<file path="config.mk">
export PLATFORM = sky130hd
export DESIGN_NAME = dvtu_front
export DESIGN_NICKNAME = d
export VERILOG_FILES = /design/src/rtl/dvtu_pkg.sv /design/src/rtl/dvtu_front.sv
export SDC_FILE = /design/constraint.sdc
export NUM_CORES = 1
export LEC_CHECK = 0
export BUFFER_PORTS_ARGS = -buffer_cell sky130_fd_sc_hd__buf_4
export CORE_MARGIN = 2
export CORE_UTILIZATION = 50
export DETAILED_ROUTE_END_ITERATION = 8
export PLACE_DENSITY = 0.77
export SLEW_MARGIN = 20
export SYNTH_ARGS = -nofsm -noshare
export SYNTH_HDL_FRONTEND = slang
export SYNTH_SLANG_ARGS = --single-unit
</file>
<file path="constraint.sdc">
create_clock -name i_clk -period 12.9 [get_ports i_clk]
set_input_delay 3.225 -clock i_clk [delete_from_list [all_inputs] [get_ports i_clk]]
set_output_delay 3.225 -clock i_clk [all_outputs]
set_load 0.03 [all_outputs]
</file>
<file path="src/rtl/dvtu_pkg.sv">
// ----------------------------------------------------------------------------
// dvtu_pkg
// shared types and constants for the route table update block
// ----------------------------------------------------------------------------
`default_nettype none
package dvtu_pkg;
    localparam int COST_W = 5;

    typedef enum logic {
        CMD_ADVERTISE = 1'b0,
        CMD_INSTALL   = 1'b1
    } t_cmd;

    typedef enum logic [1:0] {
        ST_IDLE,
        ST_SCAN,
        ST_DECIDE,
        ST_OUT
    } t_state;

    // input word
    typedef struct packed {
        t_cmd              cmd;
        logic [31:0]       dest_addr;
        logic [31:0]       from_router;
        logic [31:0]       recv_iface;
        logic [COST_W-1:0] adv_cost;
        logic [COST_W-1:0] link_metric;
        logic              last_entry;
    } t_route_word;

    // result word
    typedef struct packed {
        logic              entry_changed;
        logic              message_changed;
        logic              route_found;
        logic [COST_W-1:0] route_cost;
        logic [31:0]       route_next_hop;
        logic              table_full;
    } t_route_result;
endpackage
`default_nettype wire

</file>
<file path="src/rtl/dvtu_front.sv">
// ----------------------------------------------------------------------------
// dvtu_front
// accepts words, saturates the cost and queues them for the table engine
// ----------------------------------------------------------------------------
`default_nettype none
module dvtu_front #(
    parameter int ADDR_BITS     = 32,
    parameter int INFINITE_COST = 16
) (
    input  wire logic                      i_clk,
    input  wire logic                      i_rst_n,
    input  wire logic                      i_valid,
    output logic                           o_ready,
    input  wire logic                      i_cmd,
    input  wire logic [ADDR_BITS-1:0]      i_dest,
    input  wire logic [ADDR_BITS-1:0]      i_nbr,
    input  wire logic [ADDR_BITS-1:0]      i_ifc,
    input  wire logic [4:0]                i_adv,
    input  wire logic [4:0]                i_lnk,
    input  wire logic                      i_last,
    output logic                           o_valid,
    input  wire logic                      i_ready,
    output logic                           o_cmd,
    output logic [ADDR_BITS-1:0]           o_dest,
    output logic [ADDR_BITS-1:0]           o_nbr,
    output logic [ADDR_BITS-1:0]           o_ifc,
    output logic [7:0]                     o_cost,
    output logic                           o_last
);
    localparam int QW = 1 + 3*ADDR_BITS + 8 + 1;

    logic [QW-1:0] r_q [2];
    logic          r_wp, r_rp;
    logic [1:0]    r_cnt;
    logic [5:0]    sum;
    logic [7:0]    cost;
    logic          push, pop;

    always_comb begin
        sum = (i_cmd == dvtu_pkg::CMD_INSTALL) ? {1'b0, i_adv} :
              ({1'b0, i_adv} + {1'b0, i_lnk});
        cost = ({2'b0, sum} >= 8'(INFINITE_COST)) ? 8'(INFINITE_COST) : {2'b0, sum};
    end

    assign o_ready = (r_cnt != 2'd2);
    assign push    = i_valid && o_ready;
    assign o_valid = (r_cnt != 2'd0);
    assign pop     = o_valid && i_ready;
    assign {o_cmd, o_dest, o_nbr, o_ifc, o_cost, o_last} = r_q[r_rp];

    always_ff @(posedge i_clk) begin
        if (push) begin
            r_q[r_wp] <= {i_cmd, i_dest, i_nbr, i_ifc, cost, i_last};
        end
        if (!i_rst_n) begin
            r_wp  <= 1'b0;
            r_rp  <= 1'b0;
            r_cnt <= 2'd0;
        end else begin
            if (push) r_wp <= ~r_wp;
            if (pop) r_rp <= ~r_rp;
            r_cnt <= r_cnt + 2'(push) - 2'(pop);
        end
    end
endmodule
`default_nettype wire

</file>
# Word level (Yosys, flattened, before mapping)
# Memory sizes are Yosys's and may differ from the RTL's. A register that Yosys moved wholly into a read port is not among the register bits.
# Cells that the tools add are included.
classes:
  n_addsub: 3
  magnitude_cmp: 1
  n_eq_ne: 1
  mux: 6
  n_bitwise: 2
  n_reduce_logical: 3
op_table:
  columns: ["op", "count"]
  rows:
  - ["$mux 6", 2]
  - ["$add 5x5->6", 1]
  - ["$ge 6x5->1 const B", 1]
  - ["$mux 1", 4]
  - ["$add 2x1->2", 1]
  - ["$logic_and 1x1->1", 2]
  - ["$ne 2x2->1 const B", 1]
  - ["$not 1->1", 2]
  - ["$reduce_bool 2->1", 1]
  - ["$sub 2x1->2", 1]
totals:
  regBits: 4
  ramBits: 208
  mem_count: 1
mem_list:
  columns: ["memory", "words", "word_bits", "rd", "rd_clocked_by_memory_dff", "wr", "line_no", "rtl"]
  rows:
  - ["r_q", 2, 104, 1, 1, 1, "dvtu_front.sv:32", "logic [QW-1:0] r_q [2];"]

# Depth between registers and ports, before layout
depth:
  depth_word: 4
  depth_mapped: 8
  mapped_depth_nobuf: 8

# Worst setup path after synthesis
# Ideal clock, no wire load.
synth_timing:
  kind: "input to register"
  start: "input i_valid"
  end: "memory r_q[0][0] in the netlist's numbering (enable)"
  setup_time_ns: 0.568
  t_arrival_ns: 7.659
  t_required_ns: 12.332
  path_slack_ns: 4.673
  cell_stages: 2
  path_cell_list: "nand2_1 nor2_1"
synth_between:
  elab_chain_len: 3
synth_rtl:
  columns: ["element", "line_no", "rtl"]
  rows:
  - ["start: declaration", "dvtu_front.sv:12", "input wire logic i_valid,"]
  - ["$logic_and 1x1->1", "dvtu_front.sv:46", "assign push = i_valid && o_ready;"]
  - ["$mux 1", "dvtu_front.sv:52", "if (push) begin"]
  - ["$mux 1 (implied by the code)", "dvtu_front.sv:53", "r_q[r_wp] <= {i_cmd, i_dest, i_nbr, i_ifc, cost, i_last};"]
  - ["end: declaration", "dvtu_front.sv:32", null]
# No other way between the ends.

==> results.yml <==
outcome:
  status: "completed"
grt:
  grt_max_degree: 62
  grt_pass1_wl_um: 21800
  antenna_found_initial: 0
  track_usage_pct: 16.6
  first_global_vias: 4387
  grt_remaining_overflow: 0
power:
  max-vdd-ir-drop_mv: 0.162
  p_total_uw: 2190
  pwr-share-seq_pct: 42.1
  p_sw_uw: 675
  power.density_nw_per_um2: 207
  power.leakage_uw: 0.00398
  p_int_uw: 1510
  p_sw_share_pct: 30.9
  clockPowerShare_pct: 28.6
  p_comb_share_pct: 29.3
worst_setup_path:
  timing.rr.end: "r_q[0][29]$_DFFE_PP_"
  start_kind: "register"
  critPathTopFamily: "buffers and inverters"
  regToRegStartpoint: "r_cnt[0]$_SDFF_PN0_"
  path_buf_inv: 2
  cp-end-kind: "output pin"
  critPathKind: "register to output pin"
  cpMaxStageDelayCell: "dfxtp_4"
  crit_fanout: 59
  reg2reg_slack_ps: 10410
  worstPathArrival_ps: 2610
  worstRegToRegCells: 5
  crit_path_max_incr_delay_ps: 750
  path_cells: "buf_4 > mux2_1 > buf_4"
  cp.required_ps: 9680
  path_common_cell: "buf_4"
synth:
  synth_common_cells: "edfxtp_1 (208), mux2_1 (90), mux2_2 (14)"
  synthFlopType: "edfxtp_1"
  synth.top_cells.by_area: "edfxtp_1 (78%), mux2_1 (13%), mux2_2 (2.0%)"
  synthMuxAreaShare_pct: 14.9
  synth_edf_count: 208
  synth_simple_gate_area_share_pct: 1.86
  synth-compound-area-share_pct: 0.579
  yosys.area_share.adder_pct: 1.35
  synth_top_area_cell: "edfxtp_1"
  synth_cell_types: 34
  synth_top_area_share_pct: 78.2
  synth_top_family_by_area: "multiplexers"
  synth_xor_area_share_pct: 0.548
  yosysMostFrequentCell: "edfxtp_1"
  yosys_register_bits: 213
  avgSynthCellArea_um2: 21.0
  yosysSeqAreaShare_pct: 79.4
  syn_area_um2: 7990
  async_reset_ff_share_pct: 0
  syn-instance-count: 380
  ys_warn_count: 0
clock_network:
  cts_setup_buffers: 0
  clkSinkCount: 213
  cts_buffers: 22
  cts_root_buf: "clkbuf_16"
  insertion_delay_ps: 480
  htree_levels: 1
  clk_pin_slew_ps: 60
  ctsLongestPathBuffers: 3
  cts_resized: 0
  cts_tree: "built"
  postCtsHoldBufs: 0
sta:
  timing.fmax_ghz: 0.171
  worst_clock_skew_ps: 6.42
  setup_tns_ps: 0
  period_share_pct: 45.2
  layout_min_cycle_time_ps: 5830
  slew_headroom_pct: 44.7
  setup_violations: 0
  grt_setup_unrepaired: "false"
  slew_viol_final: 0
  max_slew.worst_pin.slew_ps: 829
  finalHoldViolCount: 0
cells_and_area:
  final_layout_size_suffix_gt1_share_pct: 42.6
  multiInputGateArea_um2: 1570
  ff_latch_area_um2: 6350
  syn_to_final_growth_pct: 32.3
  design_area_um2: 10600
  layout.nets: 733
  antennaDiodeCount: 0
  num-fill-cells: 1092
drt:
  ant_nets: 0
  wl_per_cell_um: 17.5
  routed_wl_um: 14800
  dr.pass1.iters: 4
  viasPerCell: 4.96
  dr_total_vias: 4191
  drtIter0Drc: 211
  route.detailed.drc: 0
run:
  cap_violations: 0
place:
  gp_congestion: 0.714
  dp_hpwl_um: 9560
  portBuffers: 217
  place_area_um2: 9850
die:
  die_area_um2: 17000
  initial_core_util_pct: 50.7
  core_um2: 15800
  fp.dieW_um: 130
  ios: 220
  die-height_um: 130
  num_rows: 46
worst_hold_path:
  hp-start: "r_rp$_SDFFE_PN0P_"
  whs_path_depth: 2
  hp-class: "register to register"
-- routing by layer --
layer  global-route usage (%)  wire length, um  vias to the layer above
met5                        0                0                        -
met4                     4.88              269                        0
met3                     5.50             1250                       23
met2                     29.2             7590                      150
met1                     19.6             5690                     2061
li1                         -                -                     1957
-- area by class of cell --
type	count	share of cell area (%)
inverter	1	0.0355
tap	216	2.56
multi-input combinational	154	14.8
clock inverter	6	0.757
clock buffer	34	6.12
timing repair buffer	221	15.7
sequential	213	60.0
-- state kept, by name, summed over array words and instances, names as in the netlist, named ones only --
signal	cells
r_cnt	2
r_wp	1
r_rp	1
r_q	208
-- how the worst max path moves through the flow --
stage	start	endpoint	slack, ps	cells after the start
final	register	o_dest[10]	7070	3
after floorplan	i_valid	r_q[0][0]$_DFFE_PP_	4670	2
after global placement	register	o_dest[15]	7560	3
after global routing	register	o_dest[7]	6900	3
after detailed placement	register	o_dest[19]	7520	3
after CTS	register	o_dest[19]	7000	3
-- cells in the final DEF, fill, tap and decap left out, types with 2 or more instances in the layout --
cell       instances
clkbuf_1           8
mux2i_1            2
nand2_1            2
mux2_2            14
nor2b_1            2
conb_1             4
ha_1               7
dfxtp_1            4
mux2_1            90
and2_1             4
clkbuf_16         23
buf_4            221
clkbuf_8           3
xnor2_1            5
edfxtp_1         208
nor3b_1            2
a21oi_1            2
clkinv_1           2
bufinv_16          2
nor2_1             4
-- metrics by stage --
step,setup WS [ps],hold WS [ps],cells,util (%)
floorplan,4670,504,383,-
global placement,7560,519,805,62.4
detailed placement,7520,540,805,62.4
CTS,7000,556,845,67.1
global route,6900,613,845,67.1
finish,7070,556,845,67.1
-- power by group through the flow --
stage	logic [uW]	clock network [uW]	registers [uW]
3_5_place_dp	644	0	936
4_1_cts	648	638	922
6_report	640	624	921
3_3_place_gp	636	0	930
5_1_grt	675	669	931
2_1_floorplan	428	0	922
-- worst register-to-register path, stage by stage (launching register included) --
cell and delay (ps):
dfxtp_1 350, nand2b_1 170, nand2_1 160, nor2_4 100, buf_4 510, buf_4 780
-- cell families (layout without fill, tap and decap cells) --
family / count (synthesis) / after routing
AOI/OAI and AO/OA: 7 / 7
xor gates and xnor gates: 5 / 5
adders and majority gates: 8 / 8
buffers and inverters: 16 / 262
DFF: 213 / 213
muxes: 106 / 106
other: 1 / 4
and+or+nand+nor: 24 / 24
Note: power is estimated with default switching activity, not from simulation.
