## config.mk

```make
export PLATFORM = sky130hd
export DESIGN_NAME = dvtu_back
export DESIGN_NICKNAME = d
export VERILOG_FILES = /design/src/rtl/dvtu_pkg.sv /design/src/rtl/dvtu_back.sv
export SDC_FILE = /design/constraint.sdc
export NUM_CORES = 2
export LEC_CHECK = 0
export ABC_CLOCK_PERIOD_IN_PS = 21100
export BUFFER_PORTS_ARGS = -buffer_cell sky130_fd_sc_hd__buf_2
export CELL_PAD_IN_SITES_DETAIL_PLACEMENT = 0
export CELL_PAD_IN_SITES_GLOBAL_PLACEMENT = 1
export CORE_UTILIZATION = 45
export DETAILED_ROUTE_END_ITERATION = 8
export GPL_ROUTABILITY_DRIVEN = 0
export PLACE_DENSITY = 0.71
export SYNTH_ARGS = -nofsm -noshare
export SYNTH_HDL_FRONTEND = slang
export SYNTH_SLANG_ARGS = --single-unit
```

## constraint.sdc

```tcl
create_clock -name i_clk -period 21.1 [get_ports i_clk]
set_input_delay 4.22 -clock i_clk [delete_from_list [all_inputs] [get_ports i_clk]]
set_output_delay 4.22 -clock i_clk [all_outputs]
set_load 0.02 [all_outputs]
```

## src/rtl/dvtu_pkg.sv

```systemverilog
// ----------------------------------------------------------------------------
// dvtu_pkg
// shared types and constants for the route table update block
// ----------------------------------------------------------------------------
`default_nettype none
package dvtu_pkg;
    localparam int COST_W = 5;

    typedef enum logic {
        CMD_ADVERTISE = 1'b0,
        CMD_INSTALL   = 1'b1
    } t_cmd;

    typedef enum logic [1:0] {
        ST_IDLE,
        ST_SCAN,
        ST_DECIDE,
        ST_OUT
    } t_state;

    // input word
    typedef struct packed {
        t_cmd              cmd;
        logic [31:0]       dest_addr;
        logic [31:0]       from_router;
        logic [31:0]       recv_iface;
        logic [COST_W-1:0] adv_cost;
        logic [COST_W-1:0] link_metric;
        logic              last_entry;
    } t_route_word;

    // result word
    typedef struct packed {
        logic              entry_changed;
        logic              message_changed;
        logic              route_found;
        logic [COST_W-1:0] route_cost;
        logic [31:0]       route_next_hop;
        logic              table_full;
    } t_route_result;
endpackage
`default_nettype wire

```

## src/rtl/dvtu_back.sv

```systemverilog
// ----------------------------------------------------------------------------
// dvtu_back
// scans the route table one entry a cycle, then updates it and reports
// ----------------------------------------------------------------------------
`default_nettype none
module dvtu_back #(
    parameter int TABLE_ENTRIES = 32,
    parameter int INFINITE_COST = 16,
    parameter int ADDR_BITS     = 32
) (
    input  wire logic                 i_clk,
    input  wire logic                 i_rst_n,
    input  wire logic                 i_valid,
    output logic                      o_ready,
    input  wire logic                 i_cmd,
    input  wire logic [ADDR_BITS-1:0] i_dest,
    input  wire logic [ADDR_BITS-1:0] i_nbr,
    input  wire logic [ADDR_BITS-1:0] i_ifc,
    input  wire logic [7:0]           i_cost,
    input  wire logic                 i_last,
    output logic                      o_valid,
    input  wire logic                 i_ready,
    output logic                      o_entry_changed,
    output logic                      o_message_changed,
    output logic                      o_route_found,
    output logic [4:0]                o_route_cost,
    output logic [31:0]               o_route_next_hop,
    output logic                      o_table_full
);
    localparam int IW = $clog2(TABLE_ENTRIES);
    localparam int CW = $clog2(TABLE_ENTRIES + 1);

    logic [ADDR_BITS-1:0] r_mem_dest [TABLE_ENTRIES];
    logic [ADDR_BITS-1:0] r_mem_nh   [TABLE_ENTRIES];
    logic [ADDR_BITS-1:0] r_mem_ifc  [TABLE_ENTRIES];
    logic [7:0]           r_mem_cost [TABLE_ENTRIES];
    logic [TABLE_ENTRIES-1:0] r_vld;

    dvtu_pkg::t_state r_st, n_st;
    logic [CW-1:0]        r_idx;
    logic                 r_hit, r_free;
    logic [IW-1:0]        r_hidx, r_fidx;
    logic [ADDR_BITS-1:0] r_rd_dest, r_rd_nh, r_rd_ifc;
    logic [7:0]           r_rd_cost;
    logic                 r_rd_ok;
    logic                 r_acc;
    logic                 r_cmd, r_last;
    logic [ADDR_BITS-1:0] r_dest, r_nbr, r_ifc;
    logic [7:0]           r_cost;
    logic                 r_o_chg, r_o_msg, r_o_found, r_o_full;
    logic [7:0]           r_o_cost;
    logic [ADDR_BITS-1:0] r_o_nh;

    logic [IW-1:0] ridx;
    logic          upd, ins, chg;

    // index of the entry whose registered compare is seen now
    function automatic logic [IW-1:0] scan_prev_idx(input logic [CW-1:0] idx);
        logic [CW-1:0] p;
        p = idx - CW'(1);
        return p[IW-1:0];
    endfunction

    assign ridx    = r_idx[IW-1:0];
    assign o_ready = (r_st == dvtu_pkg::ST_IDLE);
    assign o_valid = (r_st == dvtu_pkg::ST_OUT);
    assign o_entry_changed   = r_o_chg;
    assign o_message_changed = r_o_msg;
    assign o_route_found     = r_o_found;
    assign o_route_cost      = r_o_cost[4:0];
    assign o_route_next_hop  = 32'(r_o_nh);
    assign o_table_full      = r_o_full;

    always_comb begin
        n_st = r_st;
        unique case (r_st)
            dvtu_pkg::ST_IDLE:   if (i_valid) n_st = dvtu_pkg::ST_SCAN;
            dvtu_pkg::ST_SCAN:   if (r_idx == CW'(TABLE_ENTRIES)) n_st = dvtu_pkg::ST_DECIDE;
            dvtu_pkg::ST_DECIDE: n_st = dvtu_pkg::ST_OUT;
            dvtu_pkg::ST_OUT:    if (i_ready) n_st = dvtu_pkg::ST_IDLE;
            default:             n_st = dvtu_pkg::ST_IDLE;
        endcase
    end

    // decide on the hit entry read back during the scan, or on an insert into the free entry when none hit
    always_comb begin
        upd = 1'b0;
        ins = 1'b0;
        chg = 1'b0;
        if (r_hit) begin
            if (r_cmd == dvtu_pkg::CMD_INSTALL) begin
                chg = (r_rd_cost != r_cost) || (r_rd_nh != r_nbr) || (r_rd_ifc != r_ifc);
            end else if ((r_rd_nh == r_nbr) || (r_cost < r_rd_cost)) begin
                chg = (r_rd_cost != r_cost) || (r_rd_nh != r_nbr);
            end
            upd = chg;
        end else if ((r_cmd == dvtu_pkg::CMD_INSTALL) || (r_cost < 8'(INFINITE_COST))) begin
            ins = r_free;
            chg = r_free;
        end
    end

    always_ff @(posedge i_clk) begin
        r_rd_dest <= r_mem_dest[ridx];
        r_rd_ok   <= (r_st == dvtu_pkg::ST_SCAN) && (r_idx < CW'(TABLE_ENTRIES)) && r_vld[ridx];
        if (r_st == dvtu_pkg::ST_SCAN && r_rd_ok && !r_hit && r_rd_dest == r_dest) begin
            r_rd_nh   <= r_mem_nh[scan_prev_idx(r_idx)];
            r_rd_ifc  <= r_mem_ifc[scan_prev_idx(r_idx)];
            r_rd_cost <= r_mem_cost[scan_prev_idx(r_idx)];
        end
        if (r_st == dvtu_pkg::ST_IDLE && i_valid) begin
            r_cmd  <= i_cmd;
            r_dest <= i_dest;
            r_nbr  <= i_nbr;
            r_ifc  <= i_ifc;
            r_cost <= i_cost;
            r_last <= i_last;
        end
        if (r_st == dvtu_pkg::ST_DECIDE) begin
            if (upd) begin
                r_mem_nh[r_hidx]   <= r_nbr;
                r_mem_cost[r_hidx] <= r_cost;
                if (r_cmd == dvtu_pkg::CMD_INSTALL) r_mem_ifc[r_hidx] <= r_ifc;
            end
            if (ins) begin
                r_mem_dest[r_fidx] <= r_dest;
                r_mem_nh[r_fidx]   <= r_nbr;
                r_mem_ifc[r_fidx]  <= r_ifc;
                r_mem_cost[r_fidx] <= r_cost;
            end
            r_o_chg   <= chg;
            r_o_msg   <= r_last && (r_acc || chg);
            r_o_found <= r_hit || ins;
            r_o_full  <= !r_hit && !r_free &&
                         ((r_cmd == dvtu_pkg::CMD_INSTALL) || (r_cost < 8'(INFINITE_COST)));
            if (r_hit) begin
                r_o_cost <= (upd || r_cmd == dvtu_pkg::CMD_INSTALL) ? r_cost : r_rd_cost;
                r_o_nh   <= (upd || r_cmd == dvtu_pkg::CMD_INSTALL) ? r_nbr : r_rd_nh;
            end else if (ins) begin
                r_o_cost <= r_cost;
                r_o_nh   <= r_nbr;
            end else begin
                r_o_cost <= 8'(INFINITE_COST);
                r_o_nh   <= '0;
            end
        end
        if (!i_rst_n) begin
            r_st  <= dvtu_pkg::ST_IDLE;
            r_vld <= '0;
            r_acc <= 1'b0;
            r_idx <= '0;
            r_hit <= 1'b0;
            r_free <= 1'b0;
            r_hidx <= '0;
            r_fidx <= '0;
        end else begin
            r_st <= n_st;
            if (r_st == dvtu_pkg::ST_IDLE) begin
                r_idx  <= '0;
                r_hit  <= 1'b0;
                r_free <= 1'b0;
            end else if (r_st == dvtu_pkg::ST_SCAN) begin
                if (r_idx < CW'(TABLE_ENTRIES)) begin
                    r_idx <= r_idx + CW'(1);
                    if (!r_vld[ridx] && !r_free) begin
                        r_free <= 1'b1;
                        r_fidx <= ridx;
                    end
                end
                if (r_rd_ok && !r_hit && r_rd_dest == r_dest) begin
                    r_hit  <= 1'b1;
                    r_hidx <= scan_prev_idx(r_idx);
                end
            end
            if (r_st == dvtu_pkg::ST_DECIDE) begin
                if (ins) r_vld[r_fidx] <= 1'b1;
                r_acc <= r_last ? 1'b0 : (r_acc || chg);
            end
        end
    end
endmodule
`default_nettype wire

```

# After elaboration in Yosys (flattened, before gate mapping)
# Memory sizes are Yosys's and may differ from the RTL's. A register that Yosys moved wholly into a read port is not among the register bits.
# Index checks and enable logic that the tools add are counted.
[op_classes]
reduce_logical = 35
addsub = 2
n_mul = 0
mux = 40
n_lt_le_gt_ge = 6
n_div = 0
shift = 0
bitwise_logic = 3
n_eq_ne = 12
[ops]
columns = ["op", "count"]
rows = [
  ["2-to-1 mux 32 bit", 5],
  ["== test 32 bit", 2],
  ["!= test 32 bit", 2],
  ["OR reduction 32 bit", 2],
  ["bitwise OR 32 bit", 1],
  ["2-to-1 mux 5 bit", 6],
  ["2-to-1 mux 1 bit", 22],
  ["logical AND 1 bit", 13],
  ["< comparator 5 x 6 -> 1 bit (second input constant)", 2],
  ["AND reduction 3 bit", 3],
  ["< comparator 8 x 5 -> 1 bit (second input constant)", 1],
  ["< comparator 8 bit", 1],
  ["2-to-1 mux 8 bit", 1],
  ["!= test 8 bit", 1],
  ["one-hot mux 2 bit (4 select lines)", 1],
  ["OR reduction 8 bit", 1],
  ["logical OR 1 bit", 7],
  ["adder 6 x 1 -> 6 bit (second input constant)", 1],
  ["== test 6 bit (second input constant)", 1],
  ["< comparator 6 bit (second input constant)", 1],
  ["2-to-1 mux 2 bit", 3],
  ["AND reduction 2 bit", 3],
  ["binary-select mux 1 bit (select 5 bit)", 1],
  ["demux 1 bit (select 5 bit)", 1],
  ["11 further kinds", 16],
]
[totals]
mem_count = 4
output_inout_bits = 43
inputBits = 110
latch_bits = 0
ram_bits = 3328
rom_bits = 0
regBits = 201
[mem_list]
columns = ["memory", "depth", "width", "read_ports", "rd_clocked_by_memory_dff", "write_ports", "line", "source"]
rows = [
  ["r_mem_dest", 32, 32, 1, 1, 1, "dvtu_back.sv:33", "logic [ADDR_BITS-1:0] r_mem_dest [TABLE_ENTRIES];"],
  ["r_mem_ifc", 32, 32, 1, 1, 1, "dvtu_back.sv:35", "logic [ADDR_BITS-1:0] r_mem_ifc [TABLE_ENTRIES];"],
  ["r_mem_nh", 32, 32, 1, 1, 1, "dvtu_back.sv:34", "logic [ADDR_BITS-1:0] r_mem_nh [TABLE_ENTRIES];"],
  ["r_mem_cost", 32, 8, 1, 1, 1, "dvtu_back.sv:36", "logic [7:0] r_mem_cost [TABLE_ENTRIES];"],
]

# Logic depth before layout (Yosys ltp)
[depth]
word_depth = 9
mapped_depth = 12
mapped_depth_nobuf = 9

# Worst setup path after synthesis
# OpenSTA, ideal clock, no wires.
[synth_timing]
path_type = "in2reg"
start = "in i_valid"
end = "reg r_cmd, enable pin"
required_ns = 20.623
arrival_time_ns = 6.652
setup_slack_ns = 13.972
cell_stages = 1
path_buffers = 0
cell_sequence = "and2_1"
[synth_via]
elab_chain_cells = 1
[synth_lines]
columns = ["element", "line", "source"]
rows = [
  ["from (decl)", "dvtu_back.sv:13", "input wire logic i_valid,"],
  ["logical AND 1 bit", "dvtu_back.sv:111", "if (r_st == dvtu_pkg::ST_IDLE && i_valid) begin"],
  ["to (signal assigned)", "dvtu_back.sv:112", "r_cmd <= i_cmd;"],
  ["to (decl)", "dvtu_back.sv:47", "logic r_cmd, r_last;"],
]
# Every way passes these cells.
# A chain may end at the register's enable or synchronous reset.

# Final worst setup path
[layout_timing]
start = "reg r_idx[1]"
end = "reg r_rd_nh[21] (read register of r_mem_nh) (data pin)"
[layout_via]
elab_chain_cells = 1
[layout_lines]
columns = ["element", "line", "source"]
rows = [
  ["from (decl)", "dvtu_back.sv:40", "logic [CW-1:0] r_idx;"],
  ["from (signal assigned)", "dvtu_back.sv:164", "r_idx <= r_idx + CW'(1);"],
  ["subtractor 5 x 1 -> 5 bit", "dvtu_back.sv:60", "p = idx - CW'(1);"],
  ["to (decl)", "dvtu_back.sv:43", "logic [ADDR_BITS-1:0] r_rd_dest, r_rd_nh, r_rd_ifc;"],
]
# Every way passes these cells.

==> impl_metrics.py <==
metrics = {
    "status": {
        "outcome": "completed",
    },
    "sta": {
        "tightest_slew_ns": 1.32,
        "hold_violations": 0,
        "slew_headroom": 0.113,
        "fin_crit_ns": 7.28,
        "fmax_mhz": 137,
        "skew_ns": 0.104,
        "tns_ns": 0,
        "finalWorstSetupSlack_ns": 13.82,
        "slew_violations": 0,
        "setup_viol": 0,
        "rsz0062_at_grt": "no",
        "fin_crit_sh": 0.345,
    },
    "floorplan": {
        "start_util": 0.452,
        "die_w_um": 556,
        "die-area_mm2": 0.309,
        "dieHeight_um": 556,
        "io_pins": 153,
        "row_count": 203,
        "core_mm2": 0.306,
    },
    "route": {
        "finalWirelength_um": 340000,
        "first_pass_iters": 5,
        "route.detailed.drc": 0,
        "wl_per_cell_um": 32.3,
        "ant_nets": 0,
        "first_iter_violations": 8197,
        "vias": 63187,
        "vias_per_cell": 6.02,
    },
    "pwr": {
        "switching_share": 0.236,
        "combPwrFrac": 0.114,
        "seq_power_share": 0.504,
        "ir_drop_uv": 91.2,
        "p_leak_nw": 47.3,
        "p_int_mw": 13.1,
        "pwr-share-clk": 0.382,
        "switchingPower_mw": 4.05,
        "power.density_mw_per_mm2": 109,
        "p_total_mw": 17.2,
    },
    "yosys": {
        "ys_ff_latch": 3633,
        "syn_nets": 5766,
        "synthCells": 5641,
        "synth.distinct_cells": 47,
        "netlist_area_mm2": 0.138,
        "synth-edff-count": 3547,
        "ys.flop_type": "edfxtp_1",
        "synthArstFlopShare": 0,
        "yosysWarnings": 0,
        "yosysSeqAreaShare": 0.784,
        "syn_area_per_cell_um2": 24.5,
    },
    "setup_path": {
        "crit_buf_inv": 6,
        "path_class": "register to register",
        "critPathMaxStageDelay_ns": 0.95,
        "end_kind": "register",
        "cp.depth": 10,
        "required_ns": 21.80,
        "critPathMaxFanout": 144,
        "critPathTopFamily": "buffers and inverters",
        "startpoint_type": "register",
        "critPathSlowestCell": "dfxtp_4",
        "critPathMostFrequentCell": "buf_4",
        "path_cells": "inv_1, ha_4, buf_4, buf_4, buf_12, buf_4, buf_4, mux4_2, mux4_2, mux2_2",
        "ff2ff_path_depth": 10,
        "worstPathArrival_ns": 7.97,
    },
    "clock_network": {
        "clock-sinks": 3633,
        "clkLatencyLatePin_ns": 0.97,
        "cts_tree": "done",
        "postCtsSetupBuffers": 0,
        "htreeDepth": 5,
        "root_buffer": "clkbuf_16",
        "cts_hold_buf": 0,
        "ctsResizeCount": 0,
        "clockBufferDepth": 4,
        "numCtsBuffers": 370,
        "cts.clk_slew.worst_paths_ns": 0.06,
    },
    "global_route": {
        "antenna_found_initial": 18,
        "track_usage": 0.219,
        "globalRouteOverflowTotal": 0,
        "grt_first_pass_wirelength_um": 478000,
        "grt_pass1_vias": 63827,
        "grt_max_degree": 145,
    },
    "min_path": {
        "hold_class": "register to register",
        "holdPathStages": 1,
    },
    "layout": {
        "nets": 6211,
        "final_util": 0.514,
        "layout-drive-gt1-share": 0.341,
        "area_growth_syn_to_layout_pct": 13.8,
    },
    "placement": {
        "hpwlAfterDp_um": 157000,
        "pre_cts_slack_ns": 13.74,
        "port_buffers": 152,
    },
    "job": {
        "maxCapViolCount": 0,
    },
}
==> registers in the layout (all words and copies together), names as in the netlist, 256 cells and up <==
| register | count |
|---|---|
| r_mem_cost | 256 |
| r_mem_nh | 1024 |
| r_mem_dest | 1024 |
| r_mem_ifc | 1024 |
==> layout make-up <==
type,instances,area (µm²)
diodes,5,12.5
clock buffers,472,9930
clock inverters,209,2310
fillers,23127,148000
inverters,52,195
multi-input cells,1676,29000
flip-flops and latches,3633,108000
well taps,4100,5130
repair buffers,353,2360
==> cell families after synthesis <==
family	Yosys count	synth area share
flops	3633	0.784
simple gates	287	0.0105
xor+xnor	102	0.00647
fa+ha+maj	15	0.00136
compound gates	74	0.00361
mux	1198	0.183
buf+inv	332	0.0113
==> final timing paths <==
path | to | slack (ns) | startpoint
hold / removal | r_vld[8]$_SDFFE_PN0P_ | 0.46 | r_vld[8]$_SDFFE_PN0P_
hold reg to reg | r_vld[8]$_SDFFE_PN0P_ | 0.46 | r_vld[8]$_SDFFE_PN0P_
setup reg to reg | r_rd_nh[21]$_DFFE_PP_ | 13.82 | r_idx[1]$_SDFFE_PP0P_
setup / recovery | r_rd_nh[21]$_DFFE_PP_ | 13.82 | r_idx[1]$_SDFFE_PP0P_
==> synth_stat cells (all sizes together), types with 4 or more instances <==
master	n	area (µm²)
clkbuf	149	559
nand2	72	270
o21a	32	240
mux2	106	1190
or2	4	25.0
o21ai	16	80.1
xor2	86	753
nand3	19	100
nor2	51	191
or3	7	43.8
nand2b	8	50.1
nor2b	7	43.8
mux2i	42	433
and2	4	25.0
xnor2	16	140
dfxtp	86	1720
nor3	36	180
inv	51	191
edfxtp	3547	107000
ha	15	188
mux4	1050	23600
nor4	55	344
buf	131	807
nand4	14	87.6
a21oi	9	45.0
==> worst register-to-register path, cell delays in order, from the launching register on <==
cell and delay, ns:
dfxtp_4 0.95, inv_1 0.23, ha_4 0.34, buf_4 0.79, buf_4 0.85, buf_12 0.69, buf_4 1.12, buf_4 0.88
mux4_2 0.48, mux4_2 0.48, mux2_2 0.28
==> per-stage QoR <==
stage / std cells / hold slack [ns] / instance area, µm²
floorplan: 5641 / 0.435 / 138000
global placement: 9813 / 0.442 / 145000
detailed placement: 9813 / 0.453 / 145000
CTS: 10494 / 0.466 / 157000
global route: 10498 / 0.480 / 157000
finish: 10500 / 0.462 / 157000
==> power groups by stage <==
stage                     sequential, mW  clock (mW)  combinational (mW)
after CTS                           8.66        6.66                2.00
after global routing                8.68        6.93                2.09
after floorplan                     8.80           0                1.36
after global placement              8.78           0                1.96
final                               8.66        6.56                1.96
after detailed placement            8.81           0                1.99
==> routing by layer <==
metal	wire length, µm	GRT usage
met3	26400	0.0334
met5	61	0
met1	136000	0.310
met2	169000	0.361
met4	7500	0.0498
==> layout by cell type, fill, tap and decap left out, drive strengths merged, types with 3 or more instances in the layout <==
| master | n |
|---|---|
| a211oi | 3 |
| a21boi | 3 |
| a21oi | 9 |
| and2 | 4 |
| buf | 352 |
| bufinv | 37 |
| clkbuf | 473 |
| clkinv | 145 |
| clkinvlp | 13 |
| dfxtp | 86 |
| diode | 5 |
| edfxtp | 3547 |
| ha | 15 |
| inv | 66 |
| mux2 | 106 |
| mux2i | 42 |
| mux4 | 1050 |
| nand2 | 72 |
| nand2b | 8 |
| nand3 | 19 |
| nand4 | 14 |
| nor2 | 51 |
| nor2b | 7 |
| nor3 | 36 |
| nor4 | 55 |
| o211ai | 3 |
| o21a | 32 |
| o21ai | 16 |
| or2 | 4 |
| or3 | 7 |
| xnor2 | 16 |
| xor2 | 86 |
(Power assumes the default switching activity.)
